===== src/hw/rtl/sha_pkg.sv =====
// ----------------------------------------------------------------------------
// SHA-256 hasher package
// Shared types and constants for the front queue, the padding sequencer and
// the compression core.
// ----------------------------------------------------------------------------
package sha_pkg;

  // Default depth of the command queue between front and back.
  localparam int unsigned QUEUE_DEPTH_DEF = 2;

  localparam int unsigned BYTE_W   = 8;
  localparam int unsigned WORD_W   = 32;
  localparam int unsigned DIGEST_W = 256;

  // Kind of a queued command.
  typedef enum logic {
    OP_BYTE   = 1'b0,
    OP_FINISH = 1'b1
  } op_kind_t;

  // One classified input beat.
  typedef struct packed {
    op_kind_t          kind;
    logic [BYTE_W-1:0] data;
  } op_t;

  // Requests from the padding sequencer to the compression core.
  typedef struct packed {
    logic              push;    // shift one message word into the block window
    logic              last;    // the pushed word completes the block
    logic [WORD_W-1:0] word;
    logic              reinit;  // return the chaining state to the initial values
  } core_req_t;

  // Status of the compression core.
  typedef struct packed {
    logic                    busy;
    logic [7:0][WORD_W-1:0]  hash;
  } core_stat_t;

endpackage


===== src/hw/rtl/sha_front.sv =====
// ----------------------------------------------------------------------------
// SHA-256 front queue
// Accepts input beats, classifies them as message bytes or finish commands
// and holds them in a short queue for the padding sequencer.
// ----------------------------------------------------------------------------
module sha_front #(
  parameter int unsigned QUEUE_DEPTH = sha_pkg::QUEUE_DEPTH_DEF
) (
  input  logic        clk,
  input  logic        rst_n,
  input  logic        in_tvalid,
  output logic        in_tready,
  input  logic [7:0]  in_tdata,
  input  logic        in_tuser,
  output logic        q_valid,
  output sha_pkg::op_t q_op,
  input  logic        q_pop
);
  import sha_pkg::*;

  localparam int unsigned PTR_W = (QUEUE_DEPTH > 1) ? $clog2(QUEUE_DEPTH) : 1;
  localparam int unsigned CNT_W = $clog2(QUEUE_DEPTH + 1);

  op_t              q_r [QUEUE_DEPTH];
  logic [PTR_W-1:0] wr_ptr_r, wr_ptr_nxt;
  logic [PTR_W-1:0] rd_ptr_r, rd_ptr_nxt;
  logic [CNT_W-1:0] cnt_r, cnt_nxt;
  logic             push;
  logic             pop;
  op_t              op_in;

  assign in_tready = (cnt_r != CNT_W'(QUEUE_DEPTH));
  assign push      = in_tvalid && in_tready;
  assign q_valid   = (cnt_r != '0);
  assign pop       = q_pop && q_valid;
  assign q_op      = q_r[rd_ptr_r];

  always_comb begin
    op_in.kind = in_tuser ? OP_FINISH : OP_BYTE;
    op_in.data = in_tdata;
  end

  always_comb begin
    wr_ptr_nxt = wr_ptr_r;
    rd_ptr_nxt = rd_ptr_r;
    if (push) begin
      wr_ptr_nxt = (wr_ptr_r == PTR_W'(QUEUE_DEPTH - 1)) ? '0 : wr_ptr_r + 1'b1;
    end
    if (pop) begin
      rd_ptr_nxt = (rd_ptr_r == PTR_W'(QUEUE_DEPTH - 1)) ? '0 : rd_ptr_r + 1'b1;
    end
    cnt_nxt = cnt_r + CNT_W'(push) - CNT_W'(pop);
  end

  always_ff @(posedge clk) begin
    if (!rst_n) begin
      wr_ptr_r <= '0;
      rd_ptr_r <= '0;
      cnt_r    <= '0;
    end else begin
      wr_ptr_r <= wr_ptr_nxt;
      rd_ptr_r <= rd_ptr_nxt;
      cnt_r    <= cnt_nxt;
    end
  end

  always_ff @(posedge clk) begin
    if (push) begin
      q_r[wr_ptr_r] <= op_in;
    end
  end

endmodule


===== src/hw/rtl/sha_core.sv =====
// ----------------------------------------------------------------------------
// SHA-256 compression core
// Holds the sixteen-word schedule window, the working variables and the
// chaining state; runs one round per cycle and a final feed-forward add.
// ----------------------------------------------------------------------------
module sha_core (
  input  logic                clk,
  input  logic                rst_n,
  input  sha_pkg::core_req_t  req,
  output sha_pkg::core_stat_t stat
);
  import sha_pkg::*;

  localparam logic [31:0] ROUND_K [64] = '{
    32'h428a2f98, 32'h71374491, 32'hb5c0fbcf, 32'he9b5dba5,
    32'h3956c25b, 32'h59f111f1, 32'h923f82a4, 32'hab1c5ed5,
    32'hd807aa98, 32'h12835b01, 32'h243185be, 32'h550c7dc3,
    32'h72be5d74, 32'h80deb1fe, 32'h9bdc06a7, 32'hc19bf174,
    32'he49b69c1, 32'hefbe4786, 32'h0fc19dc6, 32'h240ca1cc,
    32'h2de92c6f, 32'h4a7484aa, 32'h5cb0a9dc, 32'h76f988da,
    32'h983e5152, 32'ha831c66d, 32'hb00327c8, 32'hbf597fc7,
    32'hc6e00bf3, 32'hd5a79147, 32'h06ca6351, 32'h14292967,
    32'h27b70a85, 32'h2e1b2138, 32'h4d2c6dfc, 32'h53380d13,
    32'h650a7354, 32'h766a0abb, 32'h81c2c92e, 32'h92722c85,
    32'ha2bfe8a1, 32'ha81a664b, 32'hc24b8b70, 32'hc76c51a3,
    32'hd192e819, 32'hd6990624, 32'hf40e3585, 32'h106aa070,
    32'h19a4c116, 32'h1e376c08, 32'h2748774c, 32'h34b0bcb5,
    32'h391c0cb3, 32'h4ed8aa4a, 32'h5b9cca4f, 32'h682e6ff3,
    32'h748f82ee, 32'h78a5636f, 32'h84c87814, 32'h8cc70208,
    32'h90befffa, 32'ha4506ceb, 32'hbef9a3f7, 32'hc67178f2
  };

  localparam logic [31:0] INIT_HASH [8] = '{
    32'h6a09e667, 32'hbb67ae85, 32'h3c6ef372, 32'ha54ff53a,
    32'h510e527f, 32'h9b05688c, 32'h1f83d9ab, 32'h5be0cd19
  };

  function automatic logic [31:0] rotr(input logic [31:0] x, input int unsigned n);
    return (x >> n) | (x << (32 - n));
  endfunction

  logic [31:0] win_r  [16];
  logic [31:0] v_r    [8];
  logic [31:0] hash_r [8];
  logic [5:0]  rnd_r;
  logic        run_r;
  logic        add_r;

  logic [31:0] big1, choose, t1, big0, major, t2, w_new;

  // One SHA-256 round on the working variables and the next schedule word.
  always_comb begin
    big1   = rotr(v_r[4], 6) ^ rotr(v_r[4], 11) ^ rotr(v_r[4], 25);
    choose = (v_r[4] & v_r[5]) ^ (~v_r[4] & v_r[6]);
    t1     = v_r[7] + big1 + choose + ROUND_K[rnd_r] + win_r[0];
    big0   = rotr(v_r[0], 2) ^ rotr(v_r[0], 13) ^ rotr(v_r[0], 22);
    major  = (v_r[0] & v_r[1]) ^ (v_r[0] & v_r[2]) ^ (v_r[1] & v_r[2]);
    t2     = big0 + major;
    w_new  = win_r[0]
           + (rotr(win_r[1], 7) ^ rotr(win_r[1], 18) ^ (win_r[1] >> 3))
           + win_r[9]
           + (rotr(win_r[14], 17) ^ rotr(win_r[14], 19) ^ (win_r[14] >> 10));
  end

  always_comb begin
    stat.busy = run_r || add_r;
    for (int i = 0; i < 8; i++) begin
      stat.hash[i] = hash_r[i];
    end
  end

  // Schedule window and working variables carry no reset.
  always_ff @(posedge clk) begin
    if (req.push) begin
      for (int i = 0; i < 15; i++) begin
        win_r[i] <= win_r[i+1];
      end
      win_r[15] <= req.word;
      if (req.last) begin
        for (int i = 0; i < 8; i++) begin
          v_r[i] <= hash_r[i];
        end
      end
    end else if (run_r) begin
      for (int i = 0; i < 15; i++) begin
        win_r[i] <= win_r[i+1];
      end
      win_r[15] <= w_new;
      v_r[7] <= v_r[6];
      v_r[6] <= v_r[5];
      v_r[5] <= v_r[4];
      v_r[4] <= v_r[3] + t1;
      v_r[3] <= v_r[2];
      v_r[2] <= v_r[1];
      v_r[1] <= v_r[0];
      v_r[0] <= t1 + t2;
    end
  end

  always_ff @(posedge clk) begin
    if (!rst_n) begin
      run_r <= 1'b0;
      add_r <= 1'b0;
      rnd_r <= '0;
      for (int i = 0; i < 8; i++) begin
        hash_r[i] <= INIT_HASH[i];
      end
    end else begin
      if (req.push && req.last) begin
        run_r <= 1'b1;
        rnd_r <= '0;
      end else if (run_r) begin
        rnd_r <= rnd_r + 1'b1;
        if (rnd_r == 6'd63) begin
          run_r <= 1'b0;
          add_r <= 1'b1;
        end
      end
      if (add_r) begin
        add_r <= 1'b0;
        for (int i = 0; i < 8; i++) begin
          hash_r[i] <= hash_r[i] + v_r[i];
        end
      end else if (req.reinit) begin
        for (int i = 0; i < 8; i++) begin
          hash_r[i] <= INIT_HASH[i];
        end
      end
    end
  end

endmodule


===== src/hw/rtl/sha_back.sv =====
// ----------------------------------------------------------------------------
// SHA-256 padding sequencer
// Takes queued commands, packs bytes into big-endian words for the core,
// pads finished messages and registers the digest for the output channel.
// ----------------------------------------------------------------------------
module sha_back (
  input  logic                clk,
  input  logic                rst_n,
  input  logic                q_valid,
  input  sha_pkg::op_t        q_op,
  output logic                q_pop,
  output sha_pkg::core_req_t  core_req,
  input  sha_pkg::core_stat_t core_stat,
  output logic                out_tvalid,
  input  logic                out_tready,
  output logic [255:0]        out_tdata
);
  import sha_pkg::*;

  typedef enum logic [3:0] {
    ST_IDLE = 4'b0001,
    ST_PAD  = 4'b0010,
    ST_LEN  = 4'b0100,
    ST_DONE = 4'b1000
  } back_state_t;

  back_state_t    state_r, state_nxt;
  logic [5:0]     fill_r;
  logic [23:0]    acc_r;
  logic [63:0]    total_r;
  logic [63:0]    len_r;
  logic [2:0]     len_cnt_r;
  logic           out_valid_r;
  logic [255:0]   out_data_r;

  logic           put_en;
  logic [7:0]     put_data;
  logic           put_msg;
  logic           capture;

  always_comb begin
    state_nxt = state_r;
    put_en    = 1'b0;
    put_data  = '0;
    put_msg   = 1'b0;
    q_pop     = 1'b0;
    capture   = 1'b0;
    case (state_r)
      ST_IDLE: begin
        if (q_valid && !core_stat.busy) begin
          q_pop  = 1'b1;
          put_en = 1'b1;
          if (q_op.kind == OP_FINISH) begin
            put_data  = 8'h80;
            state_nxt = ST_PAD;
          end else begin
            put_data = q_op.data;
            put_msg  = 1'b1;
          end
        end
      end
      ST_PAD: begin
        if (fill_r == 6'd56) begin
          state_nxt = ST_LEN;
        end else if (!core_stat.busy) begin
          put_en = 1'b1;
        end
      end
      ST_LEN: begin
        if (!core_stat.busy) begin
          put_en   = 1'b1;
          put_data = len_r[63:56];
          if (len_cnt_r == 3'd7) begin
            state_nxt = ST_DONE;
          end
        end
      end
      ST_DONE: begin
        if (!core_stat.busy && (!out_valid_r || out_tready)) begin
          capture   = 1'b1;
          state_nxt = ST_IDLE;
        end
      end
      default: begin
        state_nxt = ST_IDLE;
      end
    endcase
  end

  always_comb begin
    core_req.push   = put_en && (fill_r[1:0] == 2'b11);
    core_req.last   = put_en && (fill_r == 6'd63);
    core_req.word   = {acc_r, put_data};
    core_req.reinit = capture;
  end

  always_ff @(posedge clk) begin
    if (!rst_n) begin
      state_r     <= ST_IDLE;
      fill_r      <= '0;
      total_r     <= '0;
      len_cnt_r   <= '0;
      out_valid_r <= 1'b0;
    end else begin
      state_r <= state_nxt;
      if (put_en) begin
        fill_r <= fill_r + 1'b1;
      end
      if (capture) begin
        total_r <= '0;
      end else if (put_msg) begin
        total_r <= total_r + 1'b1;
      end
      if (state_r == ST_LEN && put_en) begin
        len_cnt_r <= len_cnt_r + 1'b1;
      end
      out_valid_r <= (out_valid_r && !out_tready) || capture;
    end
  end

  always_ff @(posedge clk) begin
    if (put_en) begin
      acc_r <= {acc_r[15:0], put_data};
    end
    if (q_pop && q_op.kind == OP_FINISH) begin
      len_r <= {total_r[60:0], 3'b000};
    end else if (state_r == ST_LEN && put_en) begin
      len_r <= {len_r[55:0], 8'h00};
    end
    if (capture) begin
      out_data_r <= {core_stat.hash[6], core_stat.hash[7],
                     core_stat.hash[4], core_stat.hash[5],
                     core_stat.hash[2], core_stat.hash[3],
                     core_stat.hash[0], core_stat.hash[1]};
    end
  end

  assign out_tvalid = out_valid_r;
  assign out_tdata  = out_data_r;

endmodule


===== src/hw/rtl/sha256_message_hasher_unit.sv =====
// ----------------------------------------------------------------------------
// SHA-256 message hasher
// Streams message bytes in, returns the 256-bit digest on a finish command.
// ----------------------------------------------------------------------------
//
//  Channel  Direction  Beat contents
//  in_      slave      tdata = data_byte[7:0]; tuser = func (1 = finish)
//  out_     master     tdata = digest_w0[63:0], w1[127:64], w2[191:128],
//                      w3[255:192]
//
//  The padding sequencer takes a message byte whenever the core is idle; every
//  64th byte starts a compression (64 rounds and one feed-forward add, run by
//  the single round unit) that keeps the core busy and holds off the bytes.
//  A finish pads up to the next block boundary one byte per cycle while the core
//  is idle, runs one or two compressions and then loads the output register.
//  Reset (rst_n low, synchronous) restores the initial hash values, empties
//  the command queue and clears the byte count.
//  in_tready drops only when the command queue is full; the output register
//  lets the next message be absorbed while a digest waits on out_tready.
//
module sha256_message_hasher_unit #(
  parameter int unsigned QUEUE_DEPTH = sha_pkg::QUEUE_DEPTH_DEF
) (
  input  logic         clk,
  input  logic         rst_n,
  input  logic         in_tvalid,
  output logic         in_tready,
  input  logic [7:0]   in_tdata,   // data_byte[7:0]
  input  logic         in_tuser,   // func
  output logic         out_tvalid,
  input  logic         out_tready,
  output logic [255:0] out_tdata   // digest_w0, digest_w1, digest_w2, digest_w3
);
  import sha_pkg::*;

  logic       q_valid;
  op_t        q_op;
  logic       q_pop;
  core_req_t  core_req;
  core_stat_t core_stat;

  // The front classifies each beat and buffers it so that input beats keep
  // flowing until the queue is full while the back pads or waits on a compression.
  sha_front #(
    .QUEUE_DEPTH(QUEUE_DEPTH)
  ) u_front (
    .clk      (clk),
    .rst_n    (rst_n),
    .in_tvalid(in_tvalid),
    .in_tready(in_tready),
    .in_tdata (in_tdata),
    .in_tuser (in_tuser),
    .q_valid  (q_valid),
    .q_op     (q_op),
    .q_pop    (q_pop)
  );

  // The back packs bytes into words, inserts padding and the bit length,
  // and holds the finished digest in its output register.
  sha_back u_back (
    .clk       (clk),
    .rst_n     (rst_n),
    .q_valid   (q_valid),
    .q_op      (q_op),
    .q_pop     (q_pop),
    .core_req  (core_req),
    .core_stat (core_stat),
    .out_tvalid(out_tvalid),
    .out_tready(out_tready),
    .out_tdata (out_tdata)
  );

  // The core runs the message schedule and the rounds of each full block.
  sha_core u_core (
    .clk  (clk),
    .rst_n(rst_n),
    .req  (core_req),
    .stat (core_stat)
  );

`ifndef SYNTHESIS
  // A word must never be shifted into the window while rounds are running.
  assert property (@(posedge clk) disable iff (!rst_n)
    core_req.push |-> !core_stat.busy)
    else $error("word pushed into a busy compression core");

  // Completing a block always starts a compression on the next cycle.
  assert property (@(posedge clk) disable iff (!rst_n)
    (core_req.push && core_req.last) |=> core_stat.busy)
    else $error("full block did not start a compression");

  // The chaining state is only reloaded once the last compression is done.
  assert property (@(posedge clk) disable iff (!rst_n)
    core_req.reinit |-> !core_stat.busy)
    else $error("hash reinitialized during a compression");

  // The back only draws commands that the queue actually holds.
  assert property (@(posedge clk) disable iff (!rst_n)
    q_pop |-> q_valid)
    else $error("command popped from an empty queue");
`endif

endmodule


===== config.mk =====
export PLATFORM = sky130hd
export DESIGN_NAME = sha256_message_hasher_unit
export DESIGN_NICKNAME = d
export VERILOG_FILES = /design/src/hw/rtl/sha_pkg.sv /design/src/hw/rtl/sha_front.sv /design/src/hw/rtl/sha_core.sv /design/src/hw/rtl/sha_back.sv /design/src/hw/rtl/sha256_message_hasher_unit.sv
export SDC_FILE = /design/constraint.sdc
export NUM_CORES = 2
export LEC_CHECK = 0
export ABC_AREA = 0
export BUFFER_PORTS_ARGS = -buffer_cell sky130_fd_sc_hd__buf_2
export CAP_MARGIN = 5
export CORE_UTILIZATION = 34
export CTS_BUF_LIST = sky130_fd_sc_hd__clkbuf_8
export DETAILED_ROUTE_END_ITERATION = 16
export SLEW_MARGIN = 20
export SYNTH_ARGS = -nofsm -noshare
export SYNTH_HDL_FRONTEND = slang
export SYNTH_SLANG_ARGS = --single-unit

===== constraint.sdc =====
create_clock -name clk -period 19.9 [get_ports clk]
set_input_delay 2.985 -clock clk [delete_from_list [all_inputs] [get_ports clk]]
set_output_delay 2.985 -clock clk [all_outputs]
set_load 0.1 [all_outputs]

==> impl_metrics.ini <==
[placement]
routabilityCongestion = 0.925
io_buffer_count = 270
dp_cells = 9431
hpwl_um = 174000

[synth]
yosys.area.top_type = edfxtp_1
avgSynthCellArea_um2 = 12.3
yosysUniqueCellTypes = 94
postSynthCellCount = 6326
synthTopCellsByArea = edfxtp_1 (48%), ha_1 (6.4%), dfxtp_1 (5.6%)
synth_top_area_frac = 0.485
synth-edff-count = 1255
ys.flop_type = edfxtp_1
ys_ff_latch = 1471
yosys.area_share.simple = 0.0813
synth-xor-area-share = 0.0694
synth_seq_area_share = 0.540
synth_compound_area_frac = 0.110
synthAdderAreaFrac = 0.117
synth_nets = 6934
yosys.cell_count.top_type = edfxtp_1
synthesis.area_mm2 = 0.0777
yosys_warnings = 0
async_flop_share = 0
synth_top_family_by_area = adder cells
synthMuxAreaShare = 0.0558
synth_common_cells = edfxtp_1 (1,255), nor2_1 (429), xnor2_1 (428), nand2_1 (413), a21oi_1 (404)

[critical_path]
cp.required_ps = 20660
worstPathArrival_ps = 11490
criticalPathCategory = register to register
crit_path_end_kind = register
reg2regPathDepth = 41
crit_path_max_incr_delay_ps = 650
worstPathMaxFanout = 27
startpoint_type = register
cp_slowest_cell = clkinv_1
cpMostUsedCell = a21oi_1

[cts]
clk_pin_slew_ps = 70
cts_max_path_buffers = 4
cts_root_buffer = clkbuf_8
cts.htree.levels = 5
ctsHoldBuffers = 0
cts_tree = done
cts_setup_buffers = 0
cts-resized-gates = 0
numCtsBuffers = 275
clk_latency_ps = 1050
cts_sinks = 1471

[sta]
report.final.hold_viol_count = 0
fmax_mhz = 93.2
slew_viol_final = 0
tns_ps = 0
clock_skew_ps = 85.8
fin_crit_sh = 0.539
period_minus_slack_ps = 10730
grt_setup_unrepaired = false
slew_headroom = 0.183
tightestPinTransition_ps = 1210
setup_violations = 0

[final_layout]
fillers = 21900
instances_no_fill = 9902
drive_above_1_share = 0.156
syn_to_final_growth_pct = 12.7
nets = 7308
final_util = 0.386

[die]
core-area_mm2 = 0.227
dieHeight_um = 480
row_count = 175
die_w_um = 480
die_area_mm2 = 0.231
start_util = 0.342
io_pins = 271

[routing]
antenna_left = 0
avgViaCountPerCell = 5.22
drc = 0
drt_iter0_drc = 4694
dr.pass1.iters = 6
wl_um = 236000
num_vias = 51700
post_drt_wl_per_cell_um = 23.8

[power_and_ir_drop]
p_leak_nw = 31.7
vdd_drop_max_mv = 0.0934
power_density_mw_per_mm2 = 79.8

[global_routing]
grt_pass1_vias = 50800
grt_usage = 0.201
grt_overflow_total = 0
antenna_found_initial = 11
grt_max_degree = 205
grt_pass1_wl_um = 342000

[worst_hold_path]
hold_path.class = register to register
holdPathStages = 0

[status]
status = complete, no violations

[flow_run]
maxCapViolCount = 0
logic make-up (layout without fill, tap and decap cells):
group	count (synthesis)	count (layout)
xor gates and xnor gates	616	616
and+or+nand+nor	1362	1362
buffers and inverters	531	1094
other	0	4
DFF	1471	1471
adders and majority gates	617	617
muxes	386	386
AOI/OAI and AO/OA	1343	1343
layer usage:
metal  vias up  share of wire  GRT usage
met5         -        0.00012          0
met4         6          0.040     0.0815
met3       389          0.055     0.0332
met2      1629           0.47      0.322
met1     25800           0.44      0.269
li1      23800              -          -
registers in the layout, indices dropped and copies added, names as in the netlist, named ones only:
signal             count
u_front.cnt_r          2
u_back.acc_r          24
u_back.fill_r          6
u_core.rnd_r           6
u_core.hash_r        256
u_front.wr_ptr_r       1
u_core.v_r           256
u_back.len_cnt_r       3
u_front.q_r           18
u_front.rd_ptr_r       1
u_core.win_r         512
u_back.state_r         4
u_back.total_r        61
u_core.run_r           1
u_core.add_r           1
u_back.len_r          61
u_back.out_tdata     256
u_back.out_tvalid      1
report_power, final:
| part | internal (mW) | total (mW) | switching (mW) |
|---|---|---|---|
| clock | 1.49 | 2.77 | 1.28 |
| combinational | 0.272 | 0.670 | 0.398 |
| sequential | 3.48 | 3.55 | 0.0713 |
metrics by stage:
stage          hold slack (ps)  total power, mW  setup slack (ps)  area [µm²]
2_1_floorplan              400             4.09              4860       77700
3_3_place_gp               400             4.27              9380       82600
3_5_place_dp               405             4.28              9400       82600
4_1_cts                    345             7.08              9330       87600
5_1_grt                    360             7.28              8610       87600
6_report                   352             6.99              9170       87600
worst paths after layout:
| check | startpoint | endpoint | slack (ps) |
|---|---|---|---|
| max | u_core.rnd_r[0]$_SDFFE_PP0P_ | u_core.v_r[0][31]$_DFFE_PP_ | 9170 |
| max reg2reg | u_core.rnd_r[0]$_SDFFE_PP0P_ | u_core.v_r[0][31]$_DFFE_PP_ | 9170 |
| min | u_core.win_r[8][19]$_DFFE_PP_ | u_core.win_r[7][19]$_DFFE_PP_ | 350 |
| min reg2reg | u_core.win_r[8][19]$_DFFE_PP_ | u_core.win_r[7][19]$_DFFE_PP_ | 350 |
placed cells by master, fill, tap and decap left out, drive strengths merged, types with 24 or more instances in the layout:
cell type  count
fa           195
buf          335
clkbuf       287
dfxtp        216
o31ai         25
nand2        413
a21o         158
a21oi        408
xnor2        428
or3           35
nand2b        65
o211ai        31
a31oi         50
nor3          75
a211oi        43
and3          50
nor2b         66
nor2         430
ha           400
and2          38
mux2i         61
o21bai        44
inv          382
or2           24
mux2         319
nand3         90
o21a          62
o21ai        321
edfxtp      1255
clkinv        64
xor2         188
critical path: cells and delay by family, from the launching register on:
kind            cells  cell delay (ps)
mux                 1              280
compound gates     16             3760
simple gates        8             1140
xor+xnor            3              470
buf+inv             6             1400
flops               1              300
fa+ha+maj           7             3070
cell type report:
class | instances | area, µm² | share of cell area
clock inverter | 179 | 1090 | 0.0124
clock buffer | 287 | 3950 | 0.0451
inverter | 293 | 1110 | 0.0127
sequential | 1471 | 42000 | 0.480
timing repair buffer | 335 | 1900 | 0.0217
tap | 3009 | 3760 | 0.0430
antenna | 4 | 10.0 | 0.000114
multi-input combinational | 4324 | 33800 | 0.386
Power figures use the tool's default switching activity.
